--- src/hw/rtl/vlc_pkg.sv ---
// Shared constants and types for the Vigenere letter cipher unit.
// No dependencies; imported by vigenere_letter_cipher_unit.
package vlc_pkg;

  localparam int unsigned MaxKeyLen  = 12;
  localparam int unsigned KeyLetterW = 5;
  localparam int unsigned KeyPosW    = 4;
  localparam int unsigned KeyLettersW = MaxKeyLen * KeyLetterW;
  localparam int unsigned CfgDataW   = 64;
  localparam int unsigned CfgAddrW   = 4;

  localparam logic [5:0] AlphaSize = 6'd26;

  // register index, taken from paddr[3] (8-byte register spacing)
  localparam logic RegKeyLetters = 1'b0;
  localparam logic RegKeyLength  = 1'b1;

  localparam logic ModeEncrypt = 1'b0;
  localparam logic ModeDecrypt = 1'b1;

  typedef logic [MaxKeyLen-1:0][KeyLetterW-1:0] key_letters_t;
  typedef logic [KeyPosW-1:0] key_pos_t;

  // first pipeline stage contents
  typedef struct packed {
    logic       mode;
    logic [7:0] char_in;
    logic       last;
    logic [4:0] shift;   // key letter number, 1..26
  } stage_t;

endpackage

--- src/hw/rtl/vigenere_letter_cipher_unit.sv ---
// Vigenere letter cipher unit: stream in, stream out, APB register port.
// Depends on vlc_pkg.
//
// Takes one ASCII byte per transaction and returns one result per transaction, one every
// cycle while the output is not stalled: the first register holds the byte together
// with the key letter picked by the running key position, the second holds the shifted
// upper-case letter. Letters A..Z / a..z are numbered 1..26, the key letter (stored 0..25)
// counts one more, and the sum (encrypt, tuser=0) or difference (decrypt, tuser=1) wraps
// within 1..26. Non-letters come back unchanged with the invalid flag in m_axis_tuser set.
// The key position steps once per transaction, wraps at key_length and restarts after a
// transaction with tlast. Registers: key_letters at 0x0 (twelve 5-bit letters, letter i in
// bits 5i+4:5i), key_length at 0x8 (values 0 and above 12 act as 1 and 12); write them only
// while no transaction is in flight.
module vigenere_letter_cipher_unit (
  input  logic                          clk_i,
  input  logic                          rst_ni,
  // input stream
  input  logic                          s_axis_tvalid,
  output logic                          s_axis_tready,
  input  logic [7:0]                    s_axis_tdata,   // [7:0] char_in
  input  logic                          s_axis_tuser,   // [0] mode
  input  logic                          s_axis_tlast,   // msg_end
  // output stream
  output logic                          m_axis_tvalid,
  input  logic                          m_axis_tready,
  output logic [7:0]                    m_axis_tdata,   // [7:0] char_out
  output logic                          m_axis_tuser,   // [0] invalid
  output logic                          m_axis_tlast,   // end_out
  // register port
  input  logic                          psel,
  input  logic                          penable,
  input  logic                          pwrite,
  input  logic [vlc_pkg::CfgAddrW-1:0]  paddr,
  input  logic [vlc_pkg::CfgDataW-1:0]  pwdata,
  output logic [vlc_pkg::CfgDataW-1:0]  prdata,
  output logic                          pready
);
  import vlc_pkg::*;

  key_letters_t key_letters_q;
  key_pos_t     key_len_q;
  key_pos_t     key_pos_q, key_pos_d;
  key_pos_t     len_act, pos_act, pos_inc;

  logic         s1_valid_q;
  stage_t       s1_q, s1_d;
  logic         s1_adv, s_accept, cfg_wr;

  logic         m_valid_q;
  logic [7:0]   m_data_q, m_data_d;
  logic         m_inv_q, m_inv_d;
  logic         m_last_q;

  logic [4:0]   kval;
  logic [5:0]   num, sum, res;
  logic         is_upper, is_lower;

  // ---------------- register port ----------------
  // paddr[2:0] address bytes within a register and are not decoded
  assign pready = 1'b1;
  assign cfg_wr = psel & penable & pwrite & pready;

  always_ff @(posedge clk_i or negedge rst_ni) begin
    if (!rst_ni) begin
      key_letters_q <= '0;
      key_len_q     <= key_pos_t'(1);
    end else if (cfg_wr) begin
      unique case (paddr[3])
        RegKeyLetters: key_letters_q <= key_letters_t'(pwdata[KeyLettersW-1:0]);
        RegKeyLength:  key_len_q     <= pwdata[KeyPosW-1:0];
        default: ;
      endcase
    end
  end

  always_comb begin
    unique case (paddr[3])
      RegKeyLetters: prdata = CfgDataW'(key_letters_q);
      RegKeyLength:  prdata = CfgDataW'(key_len_q);
      default:       prdata = '0;
    endcase
  end

  // ---------------- handshake ----------------
  assign s1_adv        = !m_valid_q || m_axis_tready;
  assign s_axis_tready = !s1_valid_q || s1_adv;
  assign s_accept      = s_axis_tvalid && s_axis_tready;

  // ---------------- key position and key letter ----------------
  always_comb begin
    if (key_len_q == '0) begin
      len_act = key_pos_t'(1);
    end else if (key_len_q > key_pos_t'(MaxKeyLen)) begin
      len_act = key_pos_t'(MaxKeyLen);
    end else begin
      len_act = key_len_q;
    end
    // position left beyond a shortened key restarts at the first letter
    pos_act = (key_pos_q >= len_act) ? '0 : key_pos_q;
    pos_inc = pos_act + key_pos_t'(1);
    key_pos_d = (pos_inc >= len_act || s_axis_tlast) ? '0 : pos_inc;

    kval = key_letters_q[pos_act];
    if (kval >= AlphaSize[4:0]) begin
      kval = kval - AlphaSize[4:0];
    end

    s1_d.mode    = s_axis_tuser;
    s1_d.char_in = s_axis_tdata;
    s1_d.last    = s_axis_tlast;
    s1_d.shift   = kval + 5'd1;
  end

  always_ff @(posedge clk_i or negedge rst_ni) begin
    if (!rst_ni) begin
      key_pos_q  <= '0;
      s1_valid_q <= 1'b0;
    end else begin
      if (s_accept) begin
        key_pos_q <= key_pos_d;
      end
      if (s_axis_tready) begin
        s1_valid_q <= s_axis_tvalid;
      end
    end
  end

  always_ff @(posedge clk_i) begin
    if (s_accept) begin
      s1_q <= s1_d;
    end
  end

  // ---------------- letter shift ----------------
  always_comb begin
    is_upper = (s1_q.char_in >= 8'd65) && (s1_q.char_in <= 8'd90);
    is_lower = (s1_q.char_in >= 8'd97) && (s1_q.char_in <= 8'd122);
    priority if (is_upper) begin
      num = 6'(s1_q.char_in - 8'd64);
    end else if (is_lower) begin
      num = 6'(s1_q.char_in - 8'd96);
    end else begin
      num = '0;
    end

    unique case (s1_q.mode)
      ModeEncrypt: sum = num + {1'b0, s1_q.shift};
      ModeDecrypt: sum = num + AlphaSize - {1'b0, s1_q.shift};
      default:     sum = num;
    endcase
    res = (sum > AlphaSize) ? sum - AlphaSize : sum;

    m_inv_d  = !(is_upper || is_lower);
    m_data_d = m_inv_d ? s1_q.char_in : {2'b01, res};  // 64 + res
  end

  always_ff @(posedge clk_i or negedge rst_ni) begin
    if (!rst_ni) begin
      m_valid_q <= 1'b0;
    end else if (s1_adv) begin
      m_valid_q <= s1_valid_q;
    end
  end

  always_ff @(posedge clk_i) begin
    if (s1_adv && s1_valid_q) begin
      m_data_q <= m_data_d;
      m_inv_q  <= m_inv_d;
      m_last_q <= s1_q.last;
    end
  end

  assign m_axis_tvalid = m_valid_q;
  assign m_axis_tdata  = m_data_q;
  assign m_axis_tuser  = m_inv_q;
  assign m_axis_tlast  = m_last_q;

  // ---------------- assertions ----------------
  a_pos_range: assert property (@(posedge clk_i) disable iff (!rst_ni)
    key_pos_q < key_pos_t'(MaxKeyLen))
    else $error("key position out of range");

  a_restart: assert property (@(posedge clk_i) disable iff (!rst_ni)
    s_accept && s_axis_tlast |=> key_pos_q == '0)
    else $error("key position not restarted after last transaction");

  a_shift_range: assert property (@(posedge clk_i) disable iff (!rst_ni)
    s1_valid_q |-> (s1_q.shift >= 5'd1) && (s1_q.shift <= AlphaSize[4:0]))
    else $error("key shift out of range");

  a_letter_out: assert property (@(posedge clk_i) disable iff (!rst_ni)
    m_axis_tvalid && !m_axis_tuser |-> (m_axis_tdata >= 8'd65) && (m_axis_tdata <= 8'd90))
    else $error("valid result is not an upper-case letter");

endmodule
--- config.mk ---
export PLATFORM = sky130hd
export DESIGN_NAME = vigenere_letter_cipher_unit
export DESIGN_NICKNAME = d
export VERILOG_FILES = /design/src/hw/rtl/vlc_pkg.sv /design/src/hw/rtl/vigenere_letter_cipher_unit.sv
export SDC_FILE = /design/constraint.sdc
export NUM_CORES = 1
export LEC_CHECK = 0
export ABC_CLOCK_PERIOD_IN_PS = 4800
export BUFFER_PORTS_ARGS = -buffer_cell sky130_fd_sc_hd__buf_2
export CAP_MARGIN = 20
export CORE_MARGIN = 1.5
export CORE_UTILIZATION = 53
export DETAILED_ROUTE_END_ITERATION = 6
export PLACE_DENSITY_LB_ADDON = 0.08
export SLEW_MARGIN = 20
export SYNTH_ARGS = -nofsm -noshare
export SYNTH_HDL_FRONTEND = slang
export SYNTH_SLANG_ARGS = --single-unit
--- constraint.sdc ---
create_clock -name clk_i -period 4.8 [get_ports clk_i]
set_input_delay 1.2 -clock clk_i [delete_from_list [all_inputs] [get_ports clk_i]]
set_output_delay 1.2 -clock clk_i [all_outputs]
set_load 0.05 [all_outputs]
==> results.cfg, run 1 <==
[outcome]
run_status = completed

[timing]
rsz0062_at_grt = no
fin_worst_skew_ns = 0.00724
slew_headroom_pct = 36.3
hold-worst-slack_ns = 0.433
tns_ns = 0
finalHoldViolations = 0
min_period_ns = 4.09
fin_crit_sh_pct = 85.2
maxSlewViolCount = 0
worstMarginPinSlew_ns = 0.931
max_freq_ghz = 0.245
setup_violations = 0

[worst_setup_path]
r2r_slack_ns = 0.71
worst-path-max-fanout = 15
crit_top_cell = ha_1
arrival_ns = 4.22
worstReg2RegStart = s1_q[8]
crit_required_ns = 4.93
reg2regPathDepth = 15
start_kind = register
crit_type = reg2reg
worst_setup_path_end_kind = register
critPathSlowestCell = or4_1
cp_cell_sequence = or4_1, o22ai_1, nor3b_1, buf_4, and2_1, ha_1, ha_1, fa_1, xor2_1, nor2_1, a21oi_1, a32o_1, nand2b_1, xnor2_1, mux2_2
timing.rr.end = m_axis_tdata[3]
max_stage_delay_ns = 0.53

[cells_and_area]
area_delta_synth_final_pct = 18.1
finalNetCount = 734
final_cells = 762
antenna_cells = 0
final_cell_mix = buf_2, mux2_2, dfrtp_1, nor2b_1, ha_1
drive_gt1_share_pct = 41.5
utilization_pct = 64.2
layout_commonest_cell = buf_2

[hold_path]
worst_hold_path.endpoint = m_axis_tlast
hold_path_class = reg2reg
min_delay_path_depth = 0
hp-start = s1_q[5]

[global_route]
grt_use_met3_pct = 6.86
use_met2_pct = 39.5
grt-busiest-layer = met2
grt_max_degree = 61
use_met1_pct = 28.5
grt_pass1_vias = 4159
grt_util_all_layers_pct = 23.3
grt_pass1_wl_mm = 20.3
antenna_found_initial = 0
grt.overflow.total = 0

[detailed_routing]
drt_first_iter_violations = 186
vias_per_cell = 5.44
drc = 0
postRouteAntennaNets = 0
finalWirelength_mm = 12.6
vias = 4148
firstDrtPassIters = 4
wl_per_cell_um = 16.5

[yosys]
syn-cell-area_um2 = 5590
synthesis.instances = 480
yosys_register_bits = 95
async_flop_share_pct = 73.7
yosysSeqAreaShare_pct = 44.8
synth_edf_count = 25
yosysWarningCount = 0
avgSynthCellArea_um2 = 11.6
synth_top_flop_cell = dfrtp_1
synth_cell_type_count = 69

[clock_network]
postCtsSetupBuffers = 0
cts_buffer_depth = 2
cts-resized-gates = 0
htreeDepth = 3
clock-sinks = 95
cts.reportedPaths.clkPinSlew_ns = 0.10
clock-root-buffer = clkbuf_8
numCtsBuffers = 9
cts_hold_buf = 0
cts_tree = done
clk_latency_ns = 0.37

[floorplanning]
coreArea_um2 = 10300
die_x_um = 106
die_h_um = 106
dieArea_um2 = 11200
pin_count = 162
initial_core_util_pct = 54.4
rows = 37

[pwr]
power.leakage_uw = 0.00307
internal_power_uw = 1920
peakVddDrop_mv = 0.236
seq_power_share_pct = 34.1
clkPwrFrac_pct = 15.1
p_comb_share_pct = 50.8
p_per_area_nw_per_um2 = 511
p_sw_uw = 1450
swShare_pct = 43.1

[placed_design]
port_buffers = 149
hpwlAfterDp_mm = 9.28
placed_cells = 746
gp_congestion = 0.874

[flow_run]
maxCapViolCount = 0
layout make-up:
| cell class | instances | area (um^2) |
|---|---|---|
| Clock buffer | 9 | 124 |
| Clock inverter | 7 | 67.6 |
| Fill cell | 901 | 3680 |
| Inverter | 24 | 90.1 |
| Multi-Input combinational cell | 336 | 2850 |
| Sequential cell | 95 | 2500 |
| Tap cell | 136 | 170 |
| Timing Repair Buffer | 155 | 791 |
layer usage:
metal  share of wire (%)  wire, um  vias up
met5                   0         0        -
li1                    -         -     1986
met4                 1.7       216        0
met2                  50      6290      121
met1                  42      5260     2023
met3                 6.6       833       18
per-stage QoR:
step | cell area (um^2) | worst slack [ns] | power [uW]
finish | 6600 | 0.711 | 3370
global route | 6600 | 0.448 | 3590
CTS | 6600 | 0.709 | 3380
detailed placement | 6400 | 0.726 | 2860
global placement | 6400 | 0.793 | 2810
floorplan | 5600 | 1.03 | 2500
worst max-delay path: cells and delay by family, from the launching register on:
kind	cells	cell delay, ns
XOR/XNOR	2	0.28
flip-flops	1	0.44
AO/OA/AOI/OAI	3	0.78
multiplexers	1	0.27
adder cells (fa/ha/maj)	3	0.95
buffers and inverters	1	0.18
AND/OR/NAND/NOR	5	0.95
power groups by stage:
| stage | clock, uW | sequential (uW) | combinational, uW |
|---|---|---|---|
| floorplan | 0 | 1150 | 1340 |
| CTS | 527 | 1150 | 1710 |
| global placement | 0 | 1150 | 1660 |
| finish | 508 | 1150 | 1710 |
| global route | 556 | 1170 | 1870 |
| detailed placement | 0 | 1160 | 1700 |
flip-flops by register name, indices dropped and copies added, names as in the netlist, 4 cells and up:
name and count:
key_letters_q 60, s1_q 15, m_axis_tdata 8, key_len_q 4, key_pos_q 4
logic make-up after synthesis:
logic type                 Yosys count  share of synthesized area [%]
and+or+nand+nor                    122                           12.7
DFF                                 95                           44.8
muxes                               90                           19.3
AOI/OAI and AO/OA                   80                           10.5
buffers and inverters               52                           4.37
adders and majority gates           28                           6.54
xor gates and xnor gates            11                           1.72
other                                2                          0.134
Yosys cell counts, types with 3 or more instances:
cell / n / area, um^2
xor2_1: 4 / 35.0
o21bai_1: 3 / 22.5
inv_1: 23 / 86.3
nand2b_1: 7 / 43.8
a21o_1: 6 / 45.0
and2_1: 8 / 50.1
nand2_1: 12 / 45.0
nor2_1: 14 / 52.6
xnor2_1: 7 / 61.3
a221oi_1: 5 / 43.8
edfxtp_1: 25 / 751
ha_1: 26 / 325
nor3_1: 3 / 15.0
mux2i_1: 8 / 80.1
dfrtp_1: 69 / 1730
mux4_1: 3 / 78.8
clkbuf_1: 18 / 67.6
a21oi_1: 18 / 90.1
o21ai_0: 10 / 50.1
buf_4: 6 / 45.0
mux2_2: 75 / 845
nand3_1: 4 / 20.0
o21ai_1: 3 / 15.0
a31oi_1: 3 / 18.8
nor2b_1: 62 / 388
o21a_1: 3 / 22.5
worst max path at each step:
stage,from,to,cells past startpoint
global route,key_len_q[0],key_pos_q[0],13
global placement,s1_q[8],m_axis_tdata[3],16
detailed placement,s1_q[8],m_axis_tdata[3],15
finish,s1_q[8],m_axis_tdata[3],15
CTS,s1_q[8],m_axis_tdata[3],15
floorplan,s1_q[8],m_axis_tdata[3],15
Power figures use the tool's default switching activity.
==> run 2, diff against run 1 <==
==> constraint.sdc (replaced) <==
create_clock -name clk_i -period 4.8 [get_ports clk_i]
set_input_delay 1.2 -clock clk_i [delete_from_list [all_inputs] [get_ports clk_i]]
set_output_delay 1.2 -clock clk_i [all_outputs]
set_load 0.01 [all_outputs]
==> run 2 against run 1 <==
Net effect: first-iteration DRC count grew 8.6%; clock power grew 2%; wire length grew 1.7%; via count grew 0.17%; non-clock buffer count grew 1; clock-buffer cell count is the same.
==> results.cfg, run 2 (synthesized netlist as in run 1, its figures left out) <==
[timing]
setup_violations = 0
rsz0062_at_grt = no
maxSlewViolCount = 0
worstMarginPinSlew_ns = 0.841
max_freq_ghz = 0.246
finalHoldViolations = 0
fin_crit_sh_pct = 84.9
fin_worst_skew_ns = 0.0106
min_period_ns = 4.07
tns_ns = 0
slew_headroom_pct = 43.9

[pwr]
p_per_area_nw_per_um2 = 472
peakVddDrop_mv = 0.231
power.leakage_uw = 0.00307

[detailed_routing]
drt_first_iter_violations = 202
firstDrtPassIters = 4
drc = 0
vias = 4155
vias_per_cell = 5.45
wl_per_cell_um = 16.8
postRouteAntennaNets = 0
finalWirelength_mm = 12.8

[global_route]
grt_max_degree = 61
grt.overflow.total = 0
grt_pass1_vias = 4193
antenna_found_initial = 0
grt_pass1_wl_mm = 20.5
grt_util_all_layers_pct = 23.4

[hold_path]
hold_path_class = reg2reg

[cells_and_area]
final_cell_mix = buf_2, mux2_2, dfrtp_1, nor2b_1, ha_1
final_cell_area_um2 = 6610
area_delta_synth_final_pct = 18.3
drive_gt1_share_pct = 41.6
largest-register = key_letters_q
layout_commonest_cell = buf_2
largestRegisters = key_letters_q: 60 flops, s1_q: 15 flops, m_axis_tdata: 8 flops
finalNetCount = 735
antenna_cells = 0
largest_reg_flops = 60

[placed_design]
port_buffers = 149
hpwlAfterDp_mm = 9.40
place_area_um2 = 6410
gp_congestion = 0.873

[floorplanning]
die_h_um = 106
die_x_um = 106
coreArea_um2 = 10300
initial_core_util_pct = 54.4
dieArea_um2 = 11200
pin_count = 162
rows = 37

[flow_run]
maxCapViolCount = 0

[outcome]
run_status = completed

[worst_setup_path]
worst-path-max-fanout = 15
crit_required_ns = 4.94
worst_setup_path_end_kind = register
crit_type = reg2reg
start_kind = register
arrival_ns = 4.21

[clock_network]
numCtsBuffers = 9
cts_hold_buf = 0
clock-root-buffer = clkbuf_8
cts.reportedPaths.clkPinSlew_ns = 0.11
cts_tree = done
clock-sinks = 95
cts-resized-gates = 0
postCtsSetupBuffers = 0
htreeDepth = 3
clk_latency_ns = 0.37
cts_buffer_depth = 2
==> run 2: changes by cell type in the layout (fill, tap and decap cells not counted), sizes merged <==
| cell | change |
|---|---|
| clkinv | -1 |
| clkinvlp | +2 |
| inv | -1 |
| buf | +1 |
==> run 2: final timing paths <==
check	from	endpoint	slack, ns	cells past startpoint
worst min register to register	s1_q[5]	m_axis_tlast	0.43	0
min in group asynchronous	rst_ni	key_letters_q[11]	0.93	1
worst min-delay path	s1_q[5]	m_axis_tlast	0.43	0
worst max-delay path	s1_q[8]	m_axis_tdata[3]	0.73	15
worst max register to register	s1_q[8]	m_axis_tdata[3]	0.73	15
max in group asynchronous	rst_ni	key_letters_q[59]	2.88	2
==> run 2: cell type report <==
cell class,instances,area [um^2]
tap,136,170
clock inverter,7,68.8
clock buffer,9,124
sequential,95,2500
timing repair buffer,156,798
inverter,24,90.1
fill,867,3670
multi-input combinational,336,2850
==> run 2: worst max-delay path: stages, from the launching register on <==
cell and delay, ns:
edfxtp_1 0.44, or4_1 0.53, o22ai_1 0.16, nor3b_1 0.07
buf_4 0.19, and2_1 0.20, ha_1 0.31, ha_1 0.24
fa_1 0.40, xor2_1 0.16, nor2_1 0.05, a21oi_1 0.31
a32o_1 0.30, nand2b_1 0.08, xnor2_1 0.12, mux2_2 0.27
==> run 2: layer usage <==
layer / share of wire, % / global-route usage (%) / up-vias
met4: 1.5 / 6.85 / 0
li1: - / - / 1992
met3: 6.9 / 6.86 / 22
met5: 0 / 0 / -
met2: 50 / 40.4 / 145
met1: 41 / 28.4 / 1996
==> run 2: where the power goes <==
part	internal [uW]	switching (uW)
clock network	200	316
registers	1020	128
logic	693	759
==> run 2: metrics by stage <==
step | hold WS [ns] | power, uW | std cells | util [%] | setup slack, ns
after detailed placement | 0.405 | 2600 | 747 | 62.4 | 0.749
after floorplan | 0.400 | 2230 | 483 | - | 1.03
after global placement | 0.403 | 2540 | 747 | 62.4 | 0.793
final | 0.430 | 3120 | 763 | 64.3 | 0.727
after global routing | 0.443 | 3330 | 763 | 64.3 | 0.418
after CTS | 0.429 | 3120 | 763 | 64.3 | 0.729
==> run 3, diff against run 2 <==
--- a/config.mk
+++ b/config.mk
@@ -5,7 +5,7 @@
 export SDC_FILE = /design/constraint.sdc
 export NUM_CORES = 1
 export LEC_CHECK = 0
-export ABC_CLOCK_PERIOD_IN_PS = 4800
+export ABC_CLOCK_PERIOD_IN_PS = 3900
 export BUFFER_PORTS_ARGS = -buffer_cell sky130_fd_sc_hd__buf_2
 export CAP_MARGIN = 20
 export CORE_MARGIN = 1.5
==> constraint.sdc (replaced) <==
create_clock -name clk_i -period 3.9 [get_ports clk_i]
set_input_delay 0.975 -clock clk_i [delete_from_list [all_inputs] [get_ports clk_i]]
set_output_delay 0.975 -clock clk_i [all_outputs]
set_load 0.01 [all_outputs]
==> run 3 against run 2 <==
Net effect: die area unchanged; via count is 0.17% lower; first-iteration DRC count fell by 7.9%; power up 28%; non-clock buffer count up 11; register-to-register slack got worse by 0.60 ns; clock skew is 0.0030 ns lower; clock power is 25% higher; hold slack improved by 0.0028 ns; wire length rose by 0.59%; combinational power is 33% higher; sequential power is 22% higher; largest power group unchanged.
==> results.cfg, run 3 (synthesized netlist as in run 1, its figures left out) <==
[floorplanning]
rows = 37
die_h_um = 106
die_x_um = 106
dieArea_um2 = 11200
pin_count = 162
initial_core_util_pct = 54.4
coreArea_um2 = 10300

[detailed_routing]
wl_per_cell_um = 16.7
drc = 0
vias_per_cell = 5.36
vias = 4148
firstDrtPassIters = 4
postRouteAntennaNets = 0
drt_first_iter_violations = 186
finalWirelength_mm = 12.9

[global_route]
grt_max_degree = 71
grt_util_all_layers_pct = 23.5
antenna_found_initial = 0
grt_pass1_wl_mm = 20.5
grt.overflow.total = 0
grt_pass1_vias = 4225

[worst_setup_path]
start_kind = register
crit_required_ns = 4.03
arrival_ns = 3.91
max_stage_delay_ns = 0.55
cp_cell_sequence = or4_4, o22ai_4, nor3b_2, and2_1, ha_1, ha_2, fa_2, a21o_1, a21oi_2, xor2_1, nand2_1, a32o_2, nand2b_1, xnor2_1, mux2_2
crit_type = reg2reg
critPathBufInv = 0
cp_top_family = simple AND/OR/NAND/NOR gates
worst-path-max-fanout = 5
worst_setup_path_end_kind = register
critPathSlowestCell = or4_4

[clock_network]
cts.reportedPaths.clkPinSlew_ns = 0.09
clock-sinks = 95
clock-root-buffer = clkbuf_8
numCtsBuffers = 9
cts_hold_buf = 0
htreeDepth = 3
cts_tree = done
cts_buffer_depth = 2
clk_latency_ns = 0.37

[cells_and_area]
drive_gt1_share_pct = 43.9
final_cells = 774
antenna_cells = 0
area_delta_synth_final_pct = 20.9
final_cell_mix = buf_2, mux2_2, dfrtp_1, nor2b_1, edfxtp_1
largest_reg_flops = 60
finalNetCount = 746
largestRegisters = key_letters_q: 60 flops, s1_q: 15 flops, m_axis_tdata: 8 flops
layout_commonest_cell = buf_2
largest-register = key_letters_q

[timing]
tns_ns = 0
max_freq_ghz = 0.265
setup_violations = 0
maxSlewViolCount = 0
fin_worst_skew_ns = 0.00767
hold-worst-slack_ns = 0.433
finalHoldViolations = 0
slew_headroom_pct = 41.6
fin_crit_sh_pct = 96.8
min_period_ns = 3.77
worstMarginPinSlew_ns = 0.876

[pwr]
p_per_area_nw_per_um2 = 589
peakVddDrop_mv = 0.313
total_power_uw = 3980
power.leakage_uw = 0.00313

[outcome]
run_status = completed

[placed_design]
placed_cells = 757
gp_congestion = 0.820
port_buffers = 149
hpwlAfterDp_mm = 9.44

[flow_run]
maxCapViolCount = 0

[hold_path]
hold_path_class = reg2reg
[run 3: worst reg2reg max path: stages, from the launching register on]
cell	delay (ns)
edfxtp_1	0.44
or4_4	0.55
o22ai_4	0.14
nor3b_2	0.09
and2_1	0.18
ha_1	0.29
ha_2	0.20
fa_2	0.36
a21o_1	0.19
a21oi_2	0.15
xor2_1	0.17
nand2_1	0.11
a32o_2	0.26
nand2b_1	0.10
xnor2_1	0.06
mux2_2	0.25
[run 3: layout make-up]
cell class,instances,area [um^2]
fillers,860,3520
multi-input cells,336,2910
flip-flops and latches,95,2500
repair buffers,167,893
well taps,136,170
clock buffers,11,131
inverters,24,90.1
clock inverters,5,57.6
[run 3: power by group]
group          internal, uW  leakage [uW]  switching (uW)
Clock                   297     0.0000876             349
Combinational           947       0.00196             980
Sequential             1260       0.00108             146
Total                  2500       0.00313            1480
[run 3: final timing paths]
check | startpoint | end | slack, ns | cells after the start
max | s1_q[8] | m_axis_tdata[3] | 0.13 | 15
min | s1_q[5] | m_axis_tlast | 0.43 | 0
max reg2reg | s1_q[8] | m_axis_tdata[3] | 0.13 | 15
min reg2reg | s1_q[5] | m_axis_tlast | 0.43 | 0
max in group asynchronous | rst_ni | key_letters_q[59] | 2.54 | 2
min in group asynchronous | rst_ni | key_letters_q[17] | 0.80 | 2
[run 3: through the flow]
stage | instance area (um^2) | setup WS, ns | util, %
after CTS | 6690 | 0.0117 | 65.1
after floorplan | 5600 | 0.129 | -
after detailed placement | 6500 | 0.0313 | 63.2
final | 6750 | 0.125 | 65.7
after global placement | 6500 | 0.0718 | 63.2
after global routing | 6750 | -0.0227 | 65.7
[run 3: per-layer routing]
metal  part of all wire, %  GRT usage, %  vias to the layer above
met5                     0             0                        -
met4                   1.6          8.40                        0
met3                   5.4          5.88                       16
met2                    51          39.7                      111
met1                    42          29.1                     2013
li1                      -             -                     2008
[run 3: timing repair]
item                       CTS  global route
setup buffers                0             1
gates resized for setup      0            13
setup endpoints to repair    0             6
hold endpoints to repair     0             0
